## src/alxy_pkg.sv

```systemverilog
// Shared types and constants for the framed ASCII x/y parser.
// Used by the front classifier, the token queue and the back parser.
package alxy_pkg;

    localparam logic [7:0] CH_M     = 8'h4D;
    localparam logic [7:0] CH_P     = 8'h50;
    localparam logic [7:0] CH_ZERO  = 8'h30;
    localparam logic [7:0] CH_NINE  = 8'h39;
    localparam logic [7:0] CH_COMMA = 8'h2C;
    localparam logic [7:0] CH_PLUS  = 8'h2B;
    localparam logic [7:0] CH_MINUS = 8'h2D;

    localparam int LEN_DIGITS = 4;

    localparam logic [1:0] ST_OK      = 2'd0;
    localparam logic [1:0] ST_BAD_LEN = 2'd1;
    localparam logic [1:0] ST_FEW     = 2'd2;
    localparam logic [1:0] ST_NO_DIG  = 2'd3;

    typedef enum logic [2:0] {
        CLS_DIGIT,
        CLS_COMMA,
        CLS_PLUS,
        CLS_MINUS,
        CLS_M,
        CLS_P,
        CLS_OTHER
    } t_cls;

    typedef struct packed {
        t_cls       cls;
        logic [3:0] digit;
    } t_tok;

endpackage

```

## src/alxy_front.sv

```systemverilog
// Front stage: accepts received bytes and classifies each into a token.
// Depends on alxy_pkg for the character constants and the token type.
module alxy_front (
    input  logic          i_clk,
    input  logic          i_rst_n,
    input  logic          i_rx_valid,
    output logic          o_rx_ready,
    input  logic [7:0]    i_rx_byte,
    output logic          o_tok_valid,
    input  logic          i_tok_ready,
    output alxy_pkg::t_tok o_tok
);
    import alxy_pkg::*;

    logic r_valid;
    t_tok r_tok;
    t_tok n_tok;
    logic [7:0] w_diff;

    assign w_diff     = i_rx_byte - CH_ZERO;
    assign o_rx_ready = !r_valid || i_tok_ready;

    always_comb begin
        n_tok.digit = w_diff[3:0];
        if (i_rx_byte >= CH_ZERO && i_rx_byte <= CH_NINE) begin
            n_tok.cls = CLS_DIGIT;
        end else if (i_rx_byte == CH_COMMA) begin
            n_tok.cls = CLS_COMMA;
        end else if (i_rx_byte == CH_PLUS) begin
            n_tok.cls = CLS_PLUS;
        end else if (i_rx_byte == CH_MINUS) begin
            n_tok.cls = CLS_MINUS;
        end else if (i_rx_byte == CH_M) begin
            n_tok.cls = CLS_M;
        end else if (i_rx_byte == CH_P) begin
            n_tok.cls = CLS_P;
        end else begin
            n_tok.cls = CLS_OTHER;
        end
    end

    always_ff @(posedge i_clk) begin
        if (!i_rst_n) begin
            r_valid <= 1'b0;
        end else if (o_rx_ready) begin
            r_valid <= i_rx_valid;
        end
    end

    always_ff @(posedge i_clk) begin
        if (i_rx_valid && o_rx_ready) begin
            r_tok <= n_tok;
        end
    end

    assign o_tok_valid = r_valid;
    assign o_tok       = r_tok;

endmodule

```

## src/alxy_queue.sv

```systemverilog
// Short token queue between the front classifier and the back parser.
// Depends on alxy_pkg for the token type.
module alxy_queue #(
    parameter int DEPTH = 4
) (
    input  logic           i_clk,
    input  logic           i_rst_n,
    input  logic           i_push_valid,
    output logic           o_push_ready,
    input  alxy_pkg::t_tok i_push_tok,
    output logic           o_pop_valid,
    input  logic           i_pop_ready,
    output alxy_pkg::t_tok o_pop_tok
);
    import alxy_pkg::*;

    localparam int AW = (DEPTH > 1) ? $clog2(DEPTH) : 1;
    localparam int CW = $clog2(DEPTH + 1);

    t_tok          r_mem [DEPTH];
    logic [AW-1:0] r_wr_ptr;
    logic [AW-1:0] r_rd_ptr;
    logic [CW-1:0] r_count;
    logic          w_push;
    logic          w_pop;

    assign o_push_ready = (r_count != CW'(DEPTH));
    assign o_pop_valid  = (r_count != '0);
    assign o_pop_tok    = r_mem[r_rd_ptr];
    assign w_push       = i_push_valid && o_push_ready;
    assign w_pop        = o_pop_valid && i_pop_ready;

    always_ff @(posedge i_clk) begin
        if (!i_rst_n) begin
            r_wr_ptr <= '0;
            r_rd_ptr <= '0;
            r_count  <= '0;
        end else begin
            if (w_push) begin
                r_wr_ptr <= (r_wr_ptr == AW'(DEPTH - 1)) ? '0 : r_wr_ptr + 1'b1;
            end
            if (w_pop) begin
                r_rd_ptr <= (r_rd_ptr == AW'(DEPTH - 1)) ? '0 : r_rd_ptr + 1'b1;
            end
            if (w_push && !w_pop) begin
                r_count <= r_count + 1'b1;
            end else if (w_pop && !w_push) begin
                r_count <= r_count - 1'b1;
            end
        end
    end

    always_ff @(posedge i_clk) begin
        if (w_push) begin
            r_mem[r_wr_ptr] <= i_push_tok;
        end
    end

endmodule

```

## src/alxy_back.sv

```systemverilog
// Back stage: frame state machine, field parsing and the result register.
// Depends on alxy_pkg for the token type and the status codes.
module alxy_back (
    input  logic               i_clk,
    input  logic               i_rst_n,
    input  logic               i_tok_valid,
    output logic               o_tok_ready,
    input  alxy_pkg::t_tok     i_tok,
    output logic               o_res_valid,
    input  logic               i_res_ready,
    output logic signed [15:0] o_x_centi,
    output logic signed [15:0] o_y_centi,
    output logic [1:0]         o_frame_status
);
    import alxy_pkg::*;

    typedef enum logic [3:0] {
        PH_HUNT_M  = 4'b0001,
        PH_HUNT_P  = 4'b0010,
        PH_LENGTH  = 4'b0100,
        PH_PAYLOAD = 4'b1000
    } t_phase;

    localparam logic [15:0] ACC_CLAMP = 16'd32768;

    t_phase             r_phase,   n_phase;
    logic [1:0]         r_lcnt,    n_lcnt;
    logic [13:0]        r_len,     n_len;
    logic [13:0]        r_left,    n_left;
    logic [2:0]         r_fnum,    n_fnum;
    logic [15:0]        r_acc,     n_acc;
    logic               r_neg,     n_neg;
    logic               r_dig,     n_dig;
    logic               r_has,     n_has;
    logic               r_stop,    n_stop;
    logic               r_ferr,    n_ferr;
    logic signed [15:0] r_held_x,  n_held_x;
    logic               r_res_valid;
    logic signed [15:0] r_x, r_y;
    logic [1:0]         r_status;

    logic               w_take;
    logic               w_emit;
    logic [1:0]         w_status;
    logic signed [15:0] w_y;
    logic [18:0]        w_acc_wide;

    function automatic logic signed [15:0] sat_value(input logic [15:0] mag, input logic neg);
        logic signed [15:0] v;
        if (neg) begin
            v = $signed(16'(~mag + 16'd1));
        end else if (mag > 16'd32767) begin
            v = 16'sd32767;
        end else begin
            v = $signed(mag);
        end
        return v;
    endfunction

    assign o_tok_ready = !r_res_valid || i_res_ready;
    assign w_take      = i_tok_valid && o_tok_ready;
    assign w_acc_wide  = ({3'b000, r_acc} << 3) + ({3'b000, r_acc} << 1) + 19'(i_tok.digit);

    always_comb begin
        n_phase  = r_phase;
        n_lcnt   = r_lcnt;
        n_len    = r_len;
        n_left   = r_left;
        n_fnum   = r_fnum;
        n_acc    = r_acc;
        n_neg    = r_neg;
        n_dig    = r_dig;
        n_has    = r_has;
        n_stop   = r_stop;
        n_ferr   = r_ferr;
        n_held_x = r_held_x;
        w_emit   = 1'b0;
        w_status = ST_OK;
        w_y      = '0;

        unique case (r_phase)
            PH_HUNT_M: begin
                if (i_tok.cls == CLS_M) begin
                    n_phase = PH_HUNT_P;
                end
            end
            PH_HUNT_P: begin
                if (i_tok.cls == CLS_P) begin
                    n_phase = PH_LENGTH;
                    n_lcnt  = '0;
                    n_len   = '0;
                end else if (i_tok.cls != CLS_M) begin
                    n_phase = PH_HUNT_M;
                end
            end
            PH_LENGTH: begin
                if (i_tok.cls != CLS_DIGIT) begin
                    w_emit   = 1'b1;
                    w_status = ST_BAD_LEN;
                    n_phase  = PH_HUNT_M;
                end else begin
                    n_len  = 14'((r_len << 3) + (r_len << 1)) + 14'(i_tok.digit);
                    n_lcnt = r_lcnt + 1'b1;
                    if (r_lcnt == 2'(LEN_DIGITS - 1)) begin
                        // Fourth digit: a new frame starts with everything cleared.
                        n_lcnt   = '0;
                        n_fnum   = '0;
                        n_ferr   = 1'b0;
                        n_held_x = '0;
                        n_acc    = '0;
                        n_neg    = 1'b0;
                        n_dig    = 1'b0;
                        n_has    = 1'b0;
                        n_stop   = 1'b0;
                        n_left   = n_len;
                        if (n_len == '0) begin
                            // Only field 0 exists, so the frame has too few fields.
                            w_emit   = 1'b1;
                            w_status = ST_FEW;
                            n_phase  = PH_HUNT_M;
                        end else begin
                            n_phase = PH_PAYLOAD;
                        end
                    end
                end
            end
            PH_PAYLOAD: begin
                if (i_tok.cls == CLS_COMMA) begin
                    if (r_fnum == 3'd2) begin
                        n_held_x = sat_value(r_acc, r_neg);
                        n_ferr   = !r_dig;
                        n_acc    = '0;
                        n_neg    = 1'b0;
                        n_dig    = 1'b0;
                        n_has    = 1'b0;
                        n_stop   = 1'b0;
                        n_fnum   = 3'd3;
                    end else if (r_fnum == 3'd3) begin
                        // Field 3 keeps its value; later fields are only counted.
                        n_fnum = 3'd4;
                    end else if (r_fnum < 3'd2) begin
                        n_acc  = '0;
                        n_neg  = 1'b0;
                        n_dig  = 1'b0;
                        n_has  = 1'b0;
                        n_stop = 1'b0;
                        n_fnum = r_fnum + 1'b1;
                    end
                end else if (r_fnum == 3'd2 || r_fnum == 3'd3) begin
                    if (!r_stop) begin
                        if (i_tok.cls == CLS_DIGIT) begin
                            n_acc = (w_acc_wide > 19'(ACC_CLAMP)) ? ACC_CLAMP
                                                                  : w_acc_wide[15:0];
                            n_dig = 1'b1;
                        end else if (!r_has && (i_tok.cls == CLS_PLUS ||
                                                i_tok.cls == CLS_MINUS)) begin
                            n_neg = (i_tok.cls == CLS_MINUS);
                        end else begin
                            n_stop = 1'b1;
                        end
                    end
                    n_has = 1'b1;
                end

                n_left = r_left - 1'b1;
                if (r_left <= 14'd1) begin
                    w_emit  = 1'b1;
                    n_phase = PH_HUNT_M;
                    w_y     = sat_value(n_acc, n_neg);
                    if (n_fnum < 3'd2) begin
                        w_status = ST_FEW;
                    end else if (n_fnum == 3'd2) begin
                        w_status = (n_has && !n_dig) ? ST_NO_DIG : ST_FEW;
                    end else if (n_ferr) begin
                        w_status = ST_NO_DIG;
                    end else if (n_fnum == 3'd3 && !n_has) begin
                        w_status = ST_FEW;
                    end else if (!n_dig) begin
                        w_status = ST_NO_DIG;
                    end else begin
                        w_status = ST_OK;
                    end
                end
            end
            default: begin
                n_phase = PH_HUNT_M;
            end
        endcase
    end

    always_ff @(posedge i_clk) begin
        if (!i_rst_n) begin
            r_phase     <= PH_HUNT_M;
            r_lcnt      <= '0;
            r_len       <= '0;
            r_left      <= '0;
            r_fnum      <= '0;
            r_acc       <= '0;
            r_neg       <= 1'b0;
            r_dig       <= 1'b0;
            r_has       <= 1'b0;
            r_stop      <= 1'b0;
            r_ferr      <= 1'b0;
            r_held_x    <= '0;
            r_res_valid <= 1'b0;
        end else begin
            if (w_take) begin
                r_phase  <= n_phase;
                r_lcnt   <= n_lcnt;
                r_len    <= n_len;
                r_left   <= n_left;
                r_fnum   <= n_fnum;
                r_acc    <= n_acc;
                r_neg    <= n_neg;
                r_dig    <= n_dig;
                r_has    <= n_has;
                r_stop   <= n_stop;
                r_ferr   <= n_ferr;
                r_held_x <= n_held_x;
            end
            if (w_take && w_emit) begin
                r_res_valid <= 1'b1;
            end else if (i_res_ready) begin
                r_res_valid <= 1'b0;
            end
        end
    end

    // Values are forced to zero on any error status.
    always_ff @(posedge i_clk) begin
        if (w_take && w_emit) begin
            r_status <= w_status;
            r_x      <= (w_status == ST_OK) ? n_held_x : 16'sd0;
            r_y      <= (w_status == ST_OK) ? w_y : 16'sd0;
        end
    end

    assign o_res_valid    = r_res_valid;
    assign o_x_centi      = r_x;
    assign o_y_centi      = r_y;
    assign o_frame_status = r_status;

endmodule

```

## src/ascii_length_framed_xy_parser.sv

```systemverilog
// Framed ASCII x/y parser. One received byte is taken per clock cycle when
// the result side keeps up; the back parser handles one byte per cycle while
// its result register is free, and the QUEUE_DEPTH-entry token queue lets the
// two sides stall apart. A result is written to a one-entry output register
// once the frame's last byte has passed the front register and token queue.
// Nothing needs clearing, so bytes are taken from the first cycle out of reset.
module ascii_length_framed_xy_parser #(
    parameter int QUEUE_DEPTH = 4
) (
    input  logic               i_clk,
    input  logic               i_rst_n,
    input  logic               i_rx_valid,
    output logic               o_rx_ready,
    input  logic [7:0]         i_rx_byte,
    output logic               o_res_valid,
    input  logic               i_res_ready,
    output logic signed [15:0] o_x_centi,
    output logic signed [15:0] o_y_centi,
    output logic [1:0]         o_frame_status
);
    import alxy_pkg::*;

    logic w_f_valid, w_f_ready;
    t_tok w_f_tok;
    logic w_b_valid, w_b_ready;
    t_tok w_b_tok;

    alxy_front u_front (
        .i_clk       (i_clk),
        .i_rst_n     (i_rst_n),
        .i_rx_valid  (i_rx_valid),
        .o_rx_ready  (o_rx_ready),
        .i_rx_byte   (i_rx_byte),
        .o_tok_valid (w_f_valid),
        .i_tok_ready (w_f_ready),
        .o_tok       (w_f_tok)
    );

    alxy_queue #(
        .DEPTH (QUEUE_DEPTH)
    ) u_queue (
        .i_clk        (i_clk),
        .i_rst_n      (i_rst_n),
        .i_push_valid (w_f_valid),
        .o_push_ready (w_f_ready),
        .i_push_tok   (w_f_tok),
        .o_pop_valid  (w_b_valid),
        .i_pop_ready  (w_b_ready),
        .o_pop_tok    (w_b_tok)
    );

    alxy_back u_back (
        .i_clk          (i_clk),
        .i_rst_n        (i_rst_n),
        .i_tok_valid    (w_b_valid),
        .o_tok_ready    (w_b_ready),
        .i_tok          (w_b_tok),
        .o_res_valid    (o_res_valid),
        .i_res_ready    (i_res_ready),
        .o_x_centi      (o_x_centi),
        .o_y_centi      (o_y_centi),
        .o_frame_status (o_frame_status)
    );

endmodule

```

## config.mk

```make
export PLATFORM = sky130hd
export DESIGN_NAME = ascii_length_framed_xy_parser
export DESIGN_NICKNAME = d
export VERILOG_FILES = /design/src/alxy_pkg.sv /design/src/alxy_front.sv /design/src/alxy_queue.sv /design/src/alxy_back.sv /design/src/ascii_length_framed_xy_parser.sv
export SDC_FILE = /design/constraint.sdc
export NUM_CORES = 1
export LEC_CHECK = 0
export BUFFER_PORTS_ARGS = -buffer_cell sky130_fd_sc_hd__buf_2
export CAP_MARGIN = 25
export CORE_UTILIZATION = 46
export DETAILED_ROUTE_END_ITERATION = 8
export PLACE_DENSITY = 0.68
export SYNTH_ARGS = -nofsm -noshare
export SYNTH_HDL_FRONTEND = slang
export SYNTH_HIERARCHICAL = 1
export SYNTH_SLANG_ARGS = --single-unit
```

## constraint.sdc

```tcl
create_clock -name i_clk -period 9.8 [get_ports i_clk]
set_input_delay 0.98 -clock i_clk [delete_from_list [all_inputs] [get_ports i_clk]]
set_output_delay 0.98 -clock i_clk [all_outputs]
set_load 0.01 [all_outputs]
```

======== Yosys cells after proc, flatten, opt, wreduce, memory -nomap -nowiden ========
Memory sizes are Yosys's and may differ from the RTL's. A register that Yosys moved wholly into a read port is not among the register bits.
Cells that the tools add are included.
storage, ports and cells
  ROM bits ................................ 0
  bits in writable memories ............... 28
  bits in latches ......................... 0
  memories ................................ 1
  logic and storage cells ................. 239
  bits of input ports ..................... 12
  output and inout bits ................... 36
  bits in registers ....................... 123
memory list
  memory         depth  width  read ports  clocked after memory_dff  wr ports  line              RTL
  u_queue.r_mem  4      7      1           1                         1         alxy_queue.sv:20  t_tok r_mem [DEPTH];
cells by class
  $add $sub $neg .......................... 14
  shifts and indexed selects .............. 0
  equality and inequality tests ........... 33
  divide/modulo/power cells ............... 0
  multiply operators ...................... 0
  reduce and logical (&&, ||, !) cells .... 38
  $lt $le $gt $ge ......................... 8
  mux-type cells .......................... 119
  bitwise logic cells ..................... 2
operators by type and width
  kind                                                             number
  two-way mux 16 bit                                               19
  case mux 16 bit (2 select lines)                                 2
  two-way mux 1 bit                                                46
  two-way mux 2 bit                                                20
  adder 16 x 1 -> 16 bit, second input constant                    2
  greater-than comparator 16 x 15 -> 1 bit, second input constant  2
  NOT 16 bit                                                       2
  two-way mux 14 bit                                               2
  two-way mux 4 bit                                                7
  case mux 14 bit (2 select lines)                                 1
  two-way mux 3 bit                                                9
  two-way mux 13 bit                                               2
  case mux 13 bit (2 select lines)                                 1
  equality test 8 x 6 -> 1 bit, second input constant              3
  adder 19 x 17 -> 19 bit                                          1
  adder 19 x 4 -> 19 bit                                           1
  greater-than comparator 19 x 16 -> 1 bit, second input constant  1
  equality test 3 x 2 -> 1 bit, second input constant              6
  equality test 8 x 7 -> 1 bit, second input constant              2
  case mux 4 bit (4 select lines)                                  1
  adder 14 bit                                                     1
  adder 14 x 4 -> 14 bit                                           1
  less-or-equal comparator 14 x 1 -> 1 bit, second input constant  1
  zero test 14 bit                                                 1
  other kinds (36)                                                 80

======== Depth between registers and ports, before layout ========
Gate-level depths: netlist of the first run.
  depth in word-level cells ............... 16
  mapped depth ............................ 25
  depth with buffers taken out ............ 22

======== Hierarchy ========
The synthesis of the first run kept the hierarchy.
by module, submodules not included
  module      area an instance (sq um)  times used  cells an instance  seq. area each (sq um)
  alxy_back   7888.8                    1           961                2502.4
  alxy_queue  1492.7                    1           88                 1021.0
  alxy_front  404.1                     1           30                 230.2

======== Worst setup path before layout of the first run ========
OpenSTA, ideal clock, no wires.
  path kind ............................... register -> register
  from .................................... reg with a tool-made name
  to ...................................... reg u_back.r_status[0] (netlist: u_back/o_frame_status[0]) (enable)
  data required time ...................... 9375 ps
  buffers on the path ..................... 1
  library setup time ...................... 425 ps
  slack ................................... 3762 ps
  arrival ................................. 5613 ps
  cell stages (with the launch flop) ...... 16
  period minus slack after synthesis ...... 6038 ps
  path through ............................ dfxtp_1 > buf_2 > mux4_2 > fa_1 > inv_1 > fa_1 > nor2b_1 > o21ai_1 > a21boi_1 > nor2_1 > or4_1 > or4_1 > and4bb_1 > a21oi_1 > o21a_1 > nor2_1
RTL lines
  what                    line              RTL
  end signal: assignment  alxy_back.sv:232  r_status <= w_status;
  end: declaration        alxy_back.sv:40   logic [1:0] r_status;

==> flow_summary.yaml, run 1 <==
power_and_ir_drop:
  combPwrFrac_pct: 21.2
  powerDensity_nw_per_um2: 168
  power_mw: 1.82
  swShare_pct: 32.8
  switching_power_uw: 595
  p_clk_share_pct: 36.3
  p_seq_share_pct: 42.6
  p_leak_nw: 4.35
  ir_drop_uv: 130
  intPower_mw: 1.22
grt:
  grt_util_all_layers_pct: 22.8
  grt_pass1_wl_mm: 39.5
  grt_pass1_vias: 7825
  overflow: 0
  grt_max_degree: 69
  grt_antenna_before_repair: 0
setup_path:
  cp_data_arrival_time_ns: 6.58
  timing.rr.end: "u_back/o_y_centi[12]"
  rrSetupSlack_ns: 3.47
  criticalPathCategory: "flop to flop"
  crit_path_end_kind: "flop"
  start_kind: "flop"
  path_max_fanout: 18
  crit_end: "u_back/o_y_centi[12]"
  critical_path_required_ns: 10.05
  reg2reg_depth: 19
die:
  die_h_microns: 148
  start_util_pct: 47.6
  fp.dieW_microns: 148
  dieArea_sq_um: 21900
  num_rows: 52
  coreArea_sq_um: 20600
  io_pins: 48
outcome:
  status: "finished clean"
cells_and_area:
  syn2layout_area_growth_pct: 10.3
  final_cells: 1375
  finish.utilization_pct: 52.5
  final_nets: 1177
  final_layout_size_suffix_gt1_share_pct: 13.4
  n_fill_cell: 1925
  antennaDiodeCount: 0
  final_cell_area_sq_um: 10800
sta:
  finalSetupViolations: 0
  setup_ws_ns: 3.47
  rsz0062_at_grt: "no"
  fmax_ghz: 0.158
  worst_pin_slew_ns: 0.960
  slew_viol_final: 0
  whs_ns: 0.457
  finalCritPeriodShare_pct: 64.6
  finalHoldViolations: 0
  setup_tns_ns: 0
  slew_headroom_pct: 35.8
  fin_crit_ns: 6.33
  finClkSkew_ns: 0.0115
logic_synthesis:
  synth.area.top_cells: "edfxtp_1 21%, dfxtp_1 17%, ha_1 8.7%, nor2_1 5.1%, a21oi_1 4.2%"
  synth_edf_count: 69
  ys_ff_latch: 153
  synth_seq_area_share_pct: 38.4
  synth-xor-area-share_pct: 2.85
  synth_most_common_cell: "nor2_1"
  ys_async_sr_fraction_pct: 0
  synth-compound-area-share_pct: 23.1
  synth.top_cell.area_share_pct: 21.2
  synth_top_family_by_area: "compound AO/OA/AOI/OAI gates"
  synthAdderAreaFrac_pct: 9.72
  yosys-mux-area-fraction_pct: 2.33
  synth_nets: 1164
  synth_cells: 1079
  syn_avg_cell_area_sq_um: 9.07
  ys_warn_count: 6
  synth-simple-area-share_pct: 19.4
  synth.largest_area_cell: "edfxtp_1"
  ys_types: 95
  ys_top_cells_by_count: "132 x nor2_1, 84 x dfxtp_1, 82 x a21oi_1, 71 x nand2_1, 69 x edfxtp_1"
  synth_ff_type: "dfxtp_1"
  netlist_area_sq_um: 9790
placement:
  portBuffers: 47
  gp_congestion: 0.930
  placed_area_sq_um: 10200
  post-place-cells: 1341
  dp_slack_ns: 3.51
  dp_hpwl_mm: 17.2
clock_network:
  cts-resized-gates: 0
  hold_buffers: 0
  cts_max_path_buffers: 2
  clockRootBuffer: "clkbuf_16"
  cts_sinks: 153
  clk_pin_slew_ns: 0.07
  clock_latency_ns: 0.45
  post_cts_buffers: 0
  htree_levels: 4
  cts_buffers: 17
  cts_tree: "yes"
routing:
  drt-initial-drc-count: 630
  wirelength_mm: 24.1
  vias: 8435
  viasPerCell: 6.13
  dr.pass1.iters: 5
  wl_per_cell_microns: 17.5
  drcViolationCount: 0
  drtAntennaViolNets: 0
flow_run:
  drv_cap: 0
hold_path:
  hold_class: "flop to flop"
## sequential cells by signal, indices dropped and copies added (netlist names), 2 cells and up, named ones only
name and flops:
u_queue/r_mem 28, u_back/o_x_centi 16, u_back/o_y_centi 16, u_back/r_acc 16, u_back/r_held_x 16, u_back/r_left 14, u_back/r_len 13, u_front/o_tok 7
u_back/r_phase 4, u_back/r_fnum 3, u_queue/r_count 3, u_back/o_frame_status 2, u_back/r_lcnt 2, u_queue/r_rd_ptr 2, u_queue/r_wr_ptr 2
## how the worst min path moves through the flow
stage / from / to / cells past startpoint
after floorplan: u_back/r_held_x[0] / u_back/r_held_x[0] / 2
after global placement: u_back/r_held_x[0] / u_back/r_held_x[0] / 2
after detailed placement: u_back/r_lcnt[1] / u_back/r_lcnt[1] / 2
after CTS: u_back/r_lcnt[1] / u_back/r_lcnt[1] / 2
after global routing: u_back/r_lcnt[1] / u_back/r_lcnt[1] / 2
final: u_back/r_lcnt[1] / u_back/r_lcnt[1] / 2
## routing by layer
layer	global-route usage, %	part of all wire (%)	up-vias
met1	29.0	44	4037
li1	-	-	4089
met4	10.0	2.7	0
met5	0	0	-
met3	4.01	4.8	46
met2	38.0	48	263
## power groups by stage
stage | Combinational, mW | Sequential [mW] | Clock, mW
6_report | 0.384 | 0.773 | 0.658
5_1_grt | 0.428 | 0.781 | 0.695
4_1_cts | 0.381 | 0.774 | 0.667
3_5_place_dp | 0.379 | 0.788 | 0
3_3_place_gp | 0.375 | 0.786 | 0
2_1_floorplan | 0.308 | 0.768 | 0
## critical path: stages, from the launching register on
cell and delay [ns]:
dfxtp_1 0.60, mux4_2 0.60, inv_1 0.10, fa_1 0.43, fa_1 0.47, nor2b_1 0.17
o211ai_1 0.14, a21boi_2 0.30, a211oi_1 0.17, or2_0 0.25, a22oi_1 0.24, a21oi_1 0.24
and2_1 0.44, a22oi_1 0.45, ha_1 0.40, o21ai_0 0.18, a221oi_1 0.31, o211ai_1 0.16
xor2_1 0.17, a221oi_1 0.30
## cell usage in the layout, fill, tap and decap left out, types with 9 or more instances in the layout
master | synthesis | layout
a211oi_1 | 34 | 34
a21oi_1 | 82 | 82
a22oi_1 | 27 | 27
a31oi_1 | 19 | 19
and2_1 | 10 | 10
buf_2 | 6 | 47
clkbuf_16 | 0 | 17
dfxtp_1 | 84 | 84
edfxtp_1 | 69 | 69
ha_1 | 68 | 68
inv_1 | 35 | 35
nand2_1 | 71 | 71
nand2b_1 | 10 | 10
nand3_1 | 27 | 27
nor2_1 | 132 | 131
nor2b_1 | 9 | 9
nor3_1 | 32 | 32
o21ai_0 | 46 | 45
o21ai_1 | 8 | 9
o22ai_1 | 9 | 9
or2_2 | 9 | 9
or3_1 | 11 | 11
xnor2_1 | 15 | 15
xor2_1 | 15 | 15
## cell families (layout without fill, tap and decap cells)
group,count (synthesis),in the layout
AND/OR/NAND/NOR,380,380
AO/OA/AOI/OAI,329,329
flip-flops,153,153
buffers and inverters,99,125
adder cells (fa/ha/maj),73,73
XOR/XNOR,31,31
multiplexers,14,14
## layout make-up
type	instances	area (sq um)	area share [%]
Timing Repair Buffer	57	338	3.13
Clock buffer	17	425	3.94
Multi-Input combinational cell	827	5640	52.2
Inverter	36	135	1.25
Clock inverter	15	168	1.55
Sequential cell	153	3750	34.8
Tap cell	270	338	3.13
Note: power is estimated with default switching activity, not from simulation.
==> run 2: changes to the inputs <==
--- a/config.mk
+++ b/config.mk
@@ -9,7 +9,7 @@
 export CAP_MARGIN = 25
 export CORE_UTILIZATION = 46
 export DETAILED_ROUTE_END_ITERATION = 8
-export PLACE_DENSITY = 0.68
+export PLACE_DENSITY = 0.7
 export SYNTH_ARGS = -nofsm -noshare
 export SYNTH_HDL_FRONTEND = slang
 export SYNTH_HIERARCHICAL = 1
==> constraint.sdc (replaced) <==
create_clock -name i_clk -period 5.3 [get_ports i_clk]
set_input_delay 0.53 -clock i_clk [delete_from_list [all_inputs] [get_ports i_clk]]
set_output_delay 0.53 -clock i_clk [all_outputs]
set_load 0.01 [all_outputs]
==> flow_summary.yaml, run 2 (synthesis results as in run 1) <==
cells_and_area:
  n_fill_cell: 1914
  final_cell_mix: "131 x nor2_1, 83 x dfxtp_1, 81 x a21oi_1, 71 x nand2_1, 69 x edfxtp_1"
  final_nets: 1216
  final_layout_size_suffix_gt1_share_pct: 17.5
  final_cells: 1414
  syn2layout_area_growth_pct: 14.0
  finish.utilization_pct: 54.2
  largest-register: "u_queue/r_mem"
  largest_reg_flops: 28
  final_common_cell: "nor2_1"
  antennaDiodeCount: 0
  final_cell_area_sq_um: 11200
grt:
  grt_pass1_wl_mm: 41.7
  grt_util_all_layers_pct: 24.0
  overflow: 0
  grt_max_degree: 69
  grt_antenna_before_repair: 0
  grt_pass1_vias: 8282
die:
  num_rows: 52
  coreArea_sq_um: 20600
  start_util_pct: 47.6
  io_pins: 48
  dieArea_sq_um: 21900
  die_h_microns: 148
  fp.dieW_microns: 148
setup_path:
  critPathBufInv: 3
  criticalPathCategory: "flop to flop"
  critical_path_required_ns: 5.42
  critical_path.max_stage_delay_ns: 0.57
  start_kind: "flop"
  cpMaxStageDelayCell: "or4_1"
  crit_path_end_kind: "flop"
  crit_chain: "mux4_2 > buf_4 > fa_1 > inv_1 > fa_1 > nor2b_1 > o21ai_1 > a21boi_2 > nor2_1 > or4_1 > or4_1 > and4bb_1 > a21oi_1 > o21a_1 > nor2_4 > buf_12"
  path_max_fanout: 34
  critical_path.top_delay_family: "simple AND/OR/NAND/NOR gates"
  cp_data_arrival_time_ns: 5.19
sta:
  setup_ws_ns: 0.230
  whs_ns: 0.348
  slew_viol_final: 0
  fin_crit_ns: 5.07
  finalHoldViolations: 0
  finalCritPeriodShare_pct: 95.7
  setup_tns_ns: 0
  finClkSkew_ns: 0.00826
  worst_pin_slew_ns: 0.986
  rsz0062_at_grt: "no"
  fmax_ghz: 0.197
  slew_headroom_pct: 34.0
  finalSetupViolations: 0
clock_network:
  clk_pin_slew_ns: 0.07
  clock_latency_ns: 0.43
  hold_buffers: 0
  clockRootBuffer: "clkbuf_16"
  cts_buffers: 17
  cts_sinks: 153
  cts_tree: "yes"
  htree_levels: 4
  cts_max_path_buffers: 2
routing:
  vias: 8644
  drcViolationCount: 0
  viasPerCell: 6.11
  dr.pass1.iters: 5
  wirelength_mm: 25.5
  drt-initial-drc-count: 679
  drtAntennaViolNets: 0
  wl_per_cell_microns: 18.0
power_and_ir_drop:
  power_mw: 3.46
  powerDensity_nw_per_um2: 310
  p_leak_nw: 4.57
  intPower_mw: 2.37
  ir_drop_uv: 235
  swShare_pct: 31.6
  combPwrFrac_pct: 22.3
  p_seq_share_pct: 41.0
  p_clk_share_pct: 36.6
  switching_power_mw: 1.10
hold_path:
  hold_class: "primary input to flop"
flow_run:
  drv_cap: 0
placement:
  gp_congestion: 0.930
  dp_hpwl_mm: 18.1
  post-place-cells: 1379
  placed_area_sq_um: 10500
  portBuffers: 47
  dp_slack_ns: 0.0156
outcome:
  status: "finished clean"
## run 2: timing repair
action,CTS,global route
pin swaps,0,5
resized for setup,1,10
endpoints found under the setup margin,1,41
buffers inserted,0,1
## run 2: cell type report
| type | count | area [sq um] | area share (%) |
|---|---|---|---|
| multi-input cells | 827 | 5690 | 51.1 |
| flip-flops and latches | 153 | 3750 | 33.7 |
| repair buffers | 96 | 623 | 5.59 |
| clock buffers | 17 | 425 | 3.81 |
| well taps | 270 | 338 | 3.03 |
| clock inverters | 15 | 181 | 1.63 |
| inverters | 36 | 135 | 1.21 |
## run 2: power groups by stage
stage,registers (mW),clock network (mW),logic [mW]
2_1_floorplan,1.42,0,0.575
5_1_grt,1.43,1.33,0.860
6_report,1.42,1.27,0.773
3_5_place_dp,1.44,0,0.759
4_1_cts,1.42,1.29,0.764
3_3_place_gp,1.44,0,0.745
## run 2: final timing paths
path / from / end / slack, ns / depth (start not counted)
worst max-delay path: flop / u_back/o_y_centi[1] / 0.23 / 16
worst min-delay path: i_rx_valid / u_front/o_tok_valid / 0.35 / 3
worst min register to register: u_back/r_lcnt[1] / u_back/r_lcnt[1] / 0.48 / 2
worst max register to register: flop / u_back/o_y_centi[1] / 0.23 / 16
## run 2: tightest hold or removal path, stage by stage
cell      delay [ns]
buf_2           0.10
inv_1           0.04
a21boi_0        0.06
## run 2: per-layer routing
metal	global-route usage, %	vias up	share of wire, %
met5	0	-	0
met4	10.2	0	2.9
met3	4.54	62	6.5
met2	40.8	344	48
met1	29.7	4089	42
li1	-	4149	-
